==> src/rtl/lrc_pkg.sv <==
package lrc_pkg;

	typedef enum logic [1:0] {
		MODE_IDLE = 2'd0,
		MODE_RUN  = 2'd1,
		MODE_SET  = 2'd2
	} mode_t;

	localparam int RingWidth    = 10;
	localparam int CountWidth   = 16;
	localparam int PeriodWidth  = 7;
	localparam int PinWidth     = 6;

	localparam logic [CountWidth-1:0]  LongPressReset = 16'd3000;
	localparam logic [CountWidth-1:0]  BlinkReset     = 16'd250;
	localparam logic [CountWidth-1:0]  CountMax       = 16'hFFFF;
	localparam logic [RingWidth-1:0]   RingFirst      = 10'b0000000001;
	localparam logic [RingWidth:0]     RingLast       = 11'b01000000000;
	localparam logic [PeriodWidth-1:0] PeriodStep     = 7'd10;
	localparam logic [PeriodWidth-1:0] PeriodMax      = 7'd100;
	localparam logic [PeriodWidth-1:0] PeriodReset    = 7'd50;

	localparam logic [2:0] RegLongPress = 3'd0;
	localparam logic [2:0] RegBlink     = 3'd4;

	function automatic logic [CountWidth-1:0] sat_inc(input logic [CountWidth-1:0] c);
		sat_inc = (c == CountMax) ? CountMax : c + 16'd1;
	endfunction

	// Bargraph length is 11 - period/10, clamped to 0..10; quotient by threshold count.
	function automatic logic [RingWidth-1:0] bargraph(input logic [PeriodWidth-1:0] period);
		logic [3:0] q;
		logic [3:0] n;
		logic [RingWidth-1:0] bar;
		q = 4'd0;
		for (int k = 1; k <= 12; k++) begin
			if ({1'b0, period} >= 8'(10 * k))
				q = q + 4'd1;
		end
		if (q >= 4'd11)
			n = 4'd0;
		else if (q == 4'd0)
			n = 4'd10;
		else
			n = 4'd11 - q;
		for (int i = 0; i < RingWidth; i++)
			bar[i] = (4'(i) < n);
		bargraph = bar;
	endfunction

endpackage

==> src/rtl/led_ring_chaser_mode_control_core.sv <==
// Ten-LED ring controller. Each input transaction is a 1 ms tick (s_tuser = 0) or a
// button edge (s_tuser = 1, s_tdata[0] = pressed level); every input transaction yields
// one output transaction carrying the display pattern, the two pin-mapped port
// words and the current mode. An item is registered on entry and fully processed from s1
// into the output register, so one item can be accepted every cycle while the output
// is not held; the only thing that slows intake is m_tready held low.
// Registers long_press_ticks (0x0) and blink_ticks (0x4) sit on the APB port and
// should be written only while no transaction is in flight.
module led_ring_chaser_mode_control_core (
	input  logic        clk,
	input  logic        arst_n,
	input  logic        s_tvalid,
	output logic        s_tready,
	input  logic [7:0]  s_tdata,   // [0] button_pressed, [7:1] zero
	input  logic        s_tuser,   // [0] cmd
	output logic        m_tvalid,
	input  logic        m_tready,
	output logic [23:0] m_tdata,   // [9:0] display, [15:10] porta_pins, [21:16] portc_pins,
	                               // [23:22] mode
	input  logic        psel,
	input  logic        penable,
	input  logic        pwrite,
	input  logic [2:0]  paddr,
	input  logic [31:0] pwdata,
	output logic [31:0] prdata,
	output logic        pready
);

	localparam int RW = lrc_pkg::RingWidth;
	localparam int CW = lrc_pkg::CountWidth;
	localparam int PW = lrc_pkg::PeriodWidth;

	logic [CW-1:0] long_press_q;
	logic [CW-1:0] blink_ticks_q;

	logic          valid_s1;
	logic          cmd_s1;
	logic          pressed_s1;
	logic          advance;

	lrc_pkg::mode_t mode_q, mode_d;
	logic [RW-1:0] ring_q, ring_d;
	logic [PW-1:0] period_q, period_d;
	logic [CW-1:0] step_q, step_d;
	logic [CW-1:0] blink_q, blink_d;
	logic [CW-1:0] hold_q, hold_d;
	logic [RW-1:0] latch_q, latch_d;
	logic [RW:0]   ring_next;

	logic          out_valid_q;
	logic [23:0]   out_data_q;

	// Configuration port
	assign pready = 1'b1;

	always_ff @(posedge clk or negedge arst_n) begin
		if (!arst_n) begin
			long_press_q  <= lrc_pkg::LongPressReset;
			blink_ticks_q <= lrc_pkg::BlinkReset;
		end else if (psel && penable && pwrite) begin
			if (paddr[2] == lrc_pkg::RegBlink[2])
				blink_ticks_q <= pwdata[CW-1:0];
			else
				long_press_q <= pwdata[CW-1:0];
		end
	end

	always_comb begin
		if (paddr[2] == lrc_pkg::RegBlink[2])
			prdata = {16'd0, blink_ticks_q};
		else
			prdata = {16'd0, long_press_q};
	end

	// Handshake: s1 drains whenever the output register is free or being taken
	assign advance  = !out_valid_q || m_tready;
	assign s_tready = !valid_s1 || advance;
	assign m_tvalid = out_valid_q;
	assign m_tdata  = out_data_q;

	always_ff @(posedge clk or negedge arst_n) begin
		if (!arst_n)
			valid_s1 <= 1'b0;
		else if (s_tready)
			valid_s1 <= s_tvalid;
	end

	always_ff @(posedge clk) begin
		if (s_tvalid && s_tready) begin
			cmd_s1     <= s_tuser;
			pressed_s1 <= s_tdata[0];
		end
	end

	// Item processing
	always_comb begin
		mode_d   = mode_q;
		ring_d   = ring_q;
		period_d = period_q;
		step_d   = step_q;
		blink_d  = blink_q;
		hold_d   = hold_q;
		latch_d  = latch_q;

		if (!cmd_s1) begin
			step_d  = lrc_pkg::sat_inc(step_q);
			blink_d = lrc_pkg::sat_inc(blink_q);
			hold_d  = lrc_pkg::sat_inc(hold_q);
		end else if (pressed_s1) begin
			hold_d = '0;
		end else if (hold_q < long_press_q) begin
			unique case (mode_q)
				lrc_pkg::MODE_IDLE: begin
					step_d = '0;
					mode_d = lrc_pkg::MODE_RUN;
				end
				lrc_pkg::MODE_RUN: begin
					blink_d = '0;
					mode_d  = lrc_pkg::MODE_IDLE;
				end
				lrc_pkg::MODE_SET: begin
					// wrap from the shortest period back to the longest
					if (period_q < lrc_pkg::PeriodStep + lrc_pkg::PeriodStep)
						period_d = lrc_pkg::PeriodMax;
					else
						period_d = period_q - lrc_pkg::PeriodStep;
				end
				default: ;
			endcase
		end else begin
			unique case (mode_q)
				lrc_pkg::MODE_IDLE,
				lrc_pkg::MODE_RUN: mode_d = lrc_pkg::MODE_SET;
				lrc_pkg::MODE_SET: begin
					step_d = '0;
					mode_d = lrc_pkg::MODE_RUN;
				end
				default: ;
			endcase
		end

		ring_next = {ring_d, 1'b0};
		if (ring_next > lrc_pkg::RingLast || ring_next == '0)
			ring_next = {1'b0, lrc_pkg::RingFirst};

		unique case (mode_d)
			lrc_pkg::MODE_IDLE: begin
				if (blink_d > blink_ticks_q) begin
					latch_d = latch_d ^ ring_d;
					blink_d = '0;
				end
			end
			lrc_pkg::MODE_RUN: begin
				if (step_d > CW'(period_d)) begin
					ring_d  = ring_next[RW-1:0];
					latch_d = ring_next[RW-1:0];
					step_d  = '0;
				end
			end
			lrc_pkg::MODE_SET: latch_d = lrc_pkg::bargraph(period_d);
			default: ;
		endcase
	end

	always_ff @(posedge clk or negedge arst_n) begin
		if (!arst_n) begin
			mode_q   <= lrc_pkg::MODE_IDLE;
			ring_q   <= lrc_pkg::RingFirst;
			period_q <= lrc_pkg::PeriodReset;
			step_q   <= '0;
			blink_q  <= '0;
			hold_q   <= '0;
			latch_q  <= '0;
		end else if (valid_s1 && advance) begin
			mode_q   <= mode_d;
			ring_q   <= ring_d;
			period_q <= period_d;
			step_q   <= step_d;
			blink_q  <= blink_d;
			hold_q   <= hold_d;
			latch_q  <= latch_d;
		end
	end

	// Output register
	always_ff @(posedge clk or negedge arst_n) begin
		if (!arst_n)
			out_valid_q <= 1'b0;
		else if (advance)
			out_valid_q <= valid_s1;
	end

	always_ff @(posedge clk) begin
		if (valid_s1 && advance) begin
			out_data_q <= {
				mode_d,
				latch_d[7:5], 1'b0, latch_d[4:3],
				latch_d[9:8], 1'b0, latch_d[2:0],
				latch_d
			};
		end
	end

endmodule
==> config.mk <==
export PLATFORM = sky130hd
export DESIGN_NAME = led_ring_chaser_mode_control_core
export DESIGN_NICKNAME = d
export VERILOG_FILES = /design/src/rtl/lrc_pkg.sv /design/src/rtl/led_ring_chaser_mode_control_core.sv
export SDC_FILE = /design/constraint.sdc
export NUM_CORES = 1
export LEC_CHECK = 0
export BUFFER_PORTS_ARGS = -buffer_cell sky130_fd_sc_hd__buf_2
export CORE_UTILIZATION = 55
export CTS_BUF_LIST = sky130_fd_sc_hd__clkbuf_2
export DETAILED_ROUTE_END_ITERATION = 8
export HOLD_SLACK_MARGIN = 0.02
export MAX_ROUTING_LAYER = met4
export PLACE_DENSITY_LB_ADDON = 0.1
export SYNTH_ARGS = -nofsm -noshare
export SYNTH_HDL_FRONTEND = slang
export SYNTH_SLANG_ARGS = --single-unit
export TNS_END_PERCENT = 20
==> constraint.sdc <==
create_clock -name clk -period 7.7 [get_ports clk]
set_clock_uncertainty 0.2 [all_clocks]
set_input_delay 0.77 -clock clk [delete_from_list [all_inputs] [get_ports clk]]
set_output_delay 0.77 -clock clk [all_outputs]
set_load 0.005 [all_outputs]
# == Word level (Yosys, flattened, before mapping) ==
# Cells that the tools add are included.
# word_totals
ff_bits,135
output_inout_bits,59
input_bits,51
word_cells,146
# classes
muxes,60
order_cmp,28
add_sub_neg,16
n_eq_ne,8
n_reduce_logical,18
bitwise,2
# op_table
operator,count
16-bit two-way mux,19
4-bit two-way mux,26
"16-bit by 1-bit adder with 16-bit output, second input constant",3
"16-bit == test, second input constant",3
"4-bit by 1-bit adder with 4-bit output, second input constant",11
"7-bit greater-or-equal comparator, second input constant",6
7-bit two-way mux,5
10-bit two-way mux,3
10-bit one-hot mux with 3 select lines,1
"7-bit by 6-bit greater-or-equal comparator with 1-bit output, second input constant",3
16-bit > comparator,1
16-bit by 7-bit > comparator with 1-bit output,1
16-bit < comparator,1
"3-bit by 4-bit < comparator with 1-bit output, first input constant",4
"7-bit by 5-bit greater-or-equal comparator with 1-bit output, second input constant",2
"11-bit by 10-bit > comparator with 1-bit output, second input constant",1
10-bit zero test,1
10-bit XOR,1
"1-bit by 4-bit < comparator with 1-bit output, first input constant",2
"2-bit by 4-bit < comparator with 1-bit output, first input constant",2
"4-bit < comparator, first input constant",2
2-bit one-hot mux with 2 select lines,2
"7-bit by 4-bit greater-or-equal comparator with 1-bit output, second input constant",1
"7-bit by 5-bit < comparator with 1-bit output, second input constant",1
17 further kinds,30

# == Depth between registers and ports, before layout ==
# depth
ltp_word,48
depth_mapped,41
depth_no_buf,38

# == Least setup slack after synthesis ==
# OpenSTA, ideal clock, no wires.
# synth_timing
path_kind,flip-flop to flip-flop
start,register long_press_q[9]
end,register out_data_q[10] (netlist: m_tdata[10]) (data pin)
arrival_ns,7.565
path_buffers,2
setup_ns,0.259
synth_period_minus_slack_ns,8.024
t_required_ns,7.241
stages_incl_launch_ff,38
slack_ns,-0.324
cell_sequence,dfstp_2 inv_1 ha_1 nand2_1 o41ai_1 and3_1 buf_4 clkbuf_1 o41ai_2 and2_0 a211oi_1 ha_1 xor2_1 ha_1 mux2_2 xnor2_1 mux2_2 ha_1 [... 2 more ...] xnor2_1 a21oi_1 ha_1 xnor2_1 a21oi_1 nand2_1 ha_1 nor2_1 a21oi_1 or4_1 o21a_1 ha_1 nand2_1 xnor2_1 xnor2_1 nor2_1 o31a_1 or2_1
# synth_via
elab_chain_cells,46
word_cells_on_any_way,75
cone_classes,12 x add/sub; 17 x order compare; 2 x eq/ne; 42 x mux; 2 x reduce/logical
# synth_rtl
item,line,source
start: declaration,led_ring_chaser_mode_control_core.sv:33,logic [CW-1:0] long_press_q;
start signal: assignment,led_ring_chaser_mode_control_core.sv:58,long_press_q <= lrc_pkg::LongPressReset;
start signal: assignment,led_ring_chaser_mode_control_core.sv:64,long_press_q <= pwdata[CW-1:0];
16-bit < comparator (*),led_ring_chaser_mode_control_core.sv:111,end else if (hold_q < long_press_q) begin
7-bit two-way mux,led_ring_chaser_mode_control_core.sv:111,
7-bit two-way mux,led_ring_chaser_mode_control_core.sv:109,end else if (pressed_s1) begin
7-bit two-way mux,led_ring_chaser_mode_control_core.sv:105,if (!cmd_s1) begin
7-bit by 4-bit greater-or-equal comparator with 1-bit output,lrc_pkg.sv:37,"if ({1'b0, period} >= 8'(10 * k))"
1-bit two-way mux,lrc_pkg.sv:37,
4-bit two-way mux,led_ring_chaser_mode_control_core.sv:146,unique case (mode_d)
4-bit by 1-bit adder with 4-bit output,lrc_pkg.sv:38,q = q + 4'd1;
[... 31 more ...],--,
4-bit two-way mux,led_ring_chaser_mode_control_core.sv:146,
4-bit subtractor or 4-bit zero test (tied branches),"lrc_pkg.sv:45, lrc_pkg.sv:42",
4-bit two-way mux,lrc_pkg.sv:42,else if (q == 4'd0)
4-bit two-way mux,lrc_pkg.sv:40,if (q >= 4'd11)
4-bit two-way mux,led_ring_chaser_mode_control_core.sv:146,
1-bit by 4-bit < comparator with 1-bit output,lrc_pkg.sv:47,bar[i] = (4'(i) < n);
10-bit one-hot mux with 3 select lines (*),led_ring_chaser_mode_control_core.sv:146,
named net latch_d[0],led_ring_chaser_mode_control_core.sv:47,"logic [RW-1:0] latch_q, latch_d;"
end signal: assignment,led_ring_chaser_mode_control_core.sv:195,out_data_q <= {
end: declaration,led_ring_chaser_mode_control_core.sv:51,logic [23:0] out_data_q;
# The timed path passes the listed nets; every way through them passes the cells marked *. The select of a mux whose other input is x is not followed.
# A chain may end at the register's enable or synchronous reset.

# == Worst setup path after layout ==
# layout_timing
start,register long_press_q[3]
end,register out_data_q[10] (netlist: m_tdata[10]) (data pin)
# Same word-level chain as after synthesis.

==> qor.txt <==
status - complete, but fails checks
failing checks - negative setup slack
H-tree levels - 4
pin count of the biggest net entering global routing - 78
crit-path most repeated cell - a21oi_2
drt total wl - 26.0 mm
clk sinks - 125
I/O Pins - 110
worst-margin pin slew - 1.01 ns
DRT Pass-1 Iters - 5
max-slew violation count - 0
most frequent cell after synthesis - nand2_1
crit-path max cell delay - 0.59 ns
core area - 17500 µm²
clock transition at the registers of the reported paths - 0.24 ns
CP Class - flip-flop to flip-flop
metal2 WL - 12.1 mm
placed cell area - 11000 µm²
Max Root-Sink Buffers - 2
PnR worst setup slack - -0.272 ns
synthesized cell area - 9960 µm²
post-synth cell types - 99
Hold Path Class - input pin to flip-flop
LEAKAGE - 5.34 nW
Tmin final - 7.97 ns
met3 wire length - 1.22 mm
sequential cell area fraction in the yosys report - 32.3%
mean post-synth cell area - 8.45 µm²
antenna violations before repair - 1
TritonCTS buffer count - 17
worst-skew pair later-pin latency - 0.72 ns
Multi-input gate area - 6510 µm²
number of buffers added on ports - 65
CP arrival - 8.26 ns
Post-synth top cells - nand2_1, o21ai_0, dfrtp_1
global-route wire length before repair - 41.2 mm
Post-synth EDFFs - 14
Max-cap violations - 0
share of layout cells above drive strength 1 - 27.0%
FP Rows - 48
die width - 137 µm
power per cell area - 460 nW/µm²
maximum vdd drop - 0.000542 V
Top FF cell, synth - dfrtp_1
final design utilization - 67.7%
Final Total Pwr - 5.45 mW
final instance area - 11800 µm²
Setup violations, final - 18
dpl hpwl - 18.5 mm
clock root cell - clkbuf_2
YS warnings - 0
Storage cell area - 3220 µm²
Hold Vio Cnt, Final - 0
vias in the first global route - 8394
Critical Path RT - 7.99 ns
Critical Path End Type - flip-flop
relative slew slack - 32.3%
die height - 137 µm
Filler cells - 1446
RSZ-0062 raised after global routing - yes
Worst setup SP type - flip-flop
GRT overflow - 0
CP max-delay cell - dfstp_2
Top Metal Used - met4
Nets - 1436
Area Growth Syn to Fin - 18.9%
Seq cells post-synth - 125
post-route ant nets - 0
cell taking the most area after synthesis - dfrtp_1
Tot GR Track Use - 28.8%
CTS tree - yes
top post-synthesis cells by area - dfrtp_1, ha_1, o21ai_0, nand2_1, a21oi_1
Routed wire per std cell - 16.6 µm
CP max FO - 4
vias per cell - 5.90
die area - 18700 µm²
Starting Density - 57.0%
final worst-path cycle share - 104%
met1 WL - 12.4 mm
asr flop ratio synth - 88.8%
Max Clk Rate - 125 MHz
post-route DRC violation count - 0
Mapped Cells - 1178
Vias - 9235
share of the synthesized area in the top cell type - 23.6%
initial DRC count - 763
gpl congestion - 0.891
[cell usage in the layout (no fill, tap or decap), types with 15 or more instances in the layout]
cell type  netlist  routed
a21o_1          15      15
a21oi_1         92      85
a31oi_1         23      22
and3_1          38      37
buf_2            1      64
buf_4           34     120
clkbuf_2         0      18
conb_1           2      19
dfrtp_1         94      94
dfstp_2         17      17
ha_1            58      49
inv_1           60      55
mux2_2          39      36
nand2_1        133     127
nand2b_1        22      22
nand3_1         28      28
nand4_1         17      17
nor2_1          62      56
o21a_1          20      19
o21ai_0        117     114
xnor2_1         30      26
[what timing repair did]
item | in CTS | in global routing
pin swaps | 27 | 49
gates cloned | 1 | 0
endpoints found under the setup margin | 20 | 20
buffers inserted | 12 | 13
hold buffers | 4 | 5
hold endpoints to repair | 47 | 9
resized for setup | 31 | 40
[where the power goes]
part           switching [mW]  total, mW  internal [mW]
clock                   0.294      0.426          0.132
sequential              0.148       1.00          0.855
combinational            2.02       4.02           2.00
[kinds of logic after synthesis]
family | after synthesis | synth area share [%]
simple gates | 383 | 19.4
compound gates | 376 | 24.0
buf+inv | 147 | 7.27
flops | 125 | 32.3
fa+ha+maj | 58 | 7.29
mux | 45 | 5.14
xor+xnor | 42 | 4.47
other cells | 2 | 0.0754
[per-stage QoR]
step | hold slack, ns | setup TNS (ns) | setup WS, ns | instances
after floorplan | 0.249 | 0 | 0.00684 | 1195
after global placement | 0.261 | -5.60 | -0.401 | 1498
after detailed placement | 0.272 | -7.68 | -0.510 | 1498
after CTS | 0.0285 | -1.23 | -0.173 | 1547
after global routing | 0.0386 | -9.45 | -0.593 | 1566
final | 0.0873 | -3.09 | -0.272 | 1566
[area by class of cell]
| cell class | count | share of cell area [%] |
|---|---|---|
| multi-input cells | 924 | 55.0 |
| flip-flops and latches | 125 | 27.2 |
| repair buffers | 195 | 11.3 |
| well taps | 225 | 2.38 |
| inverters | 64 | 2.05 |
| clock inverters | 14 | 1.26 |
| clock buffers | 18 | 0.761 |
| diodes | 1 | 0.0211 |
[path summary, 6_finish.rpt]
kind | from | endpoint | slack [ns] | cells past startpoint
setup reg to reg | long_press_q[3]$_DFFE_PN1P_ | m_tdata[10]$_DFFE_PP_ | -0.27 | 36
max in group asynchronous | arst_n | blink_q[15]$_DFFE_PN0P_ | 5.64 | 3
hold / removal | pwdata[8] | long_press_q[8]$_DFFE_PN1P_ | 0.09 | 2
min in group asynchronous | arst_n | hold_q[6]$_DFFE_PN0P_ | 0.40 | 2
hold reg to reg | period_q[0]$_DFFE_PN0P_ | period_q[0]$_DFFE_PN0P_ | 0.31 | 1
setup / recovery | long_press_q[3]$_DFFE_PN1P_ | m_tdata[10]$_DFFE_PP_ | -0.27 | 36
[per-layer routing]
layer,GRT usage [%],up-vias
met2,44.5,251
met3,4.00,30
li1,-,4544
met5,-,-
met1,40.1,4410
met4,6.67,0
[state kept, by name, summed over array words and instances, names as in the netlist]
signal	cells
step_q	16
pressed_s1	1
valid_s1	1
m_tvalid	1
blink_q	16
m_tdata	12
hold_q	16
long_press_q	16
period_q	7
cmd_s1	1
mode_q	2
ring_q	10
latch_q	10
blink_ticks_q	16
[worst max-delay path, delay by kind of cell, from the launching register on]
family,cells,cell delay (ns)
buf+inv,2,0.22
compound gates,10,1.90
fa+ha+maj,7,1.97
flops,1,0.59
simple gates,9,1.42
mux,2,0.59
xor+xnor,6,0.87
Power figures use the tool's default switching activity.
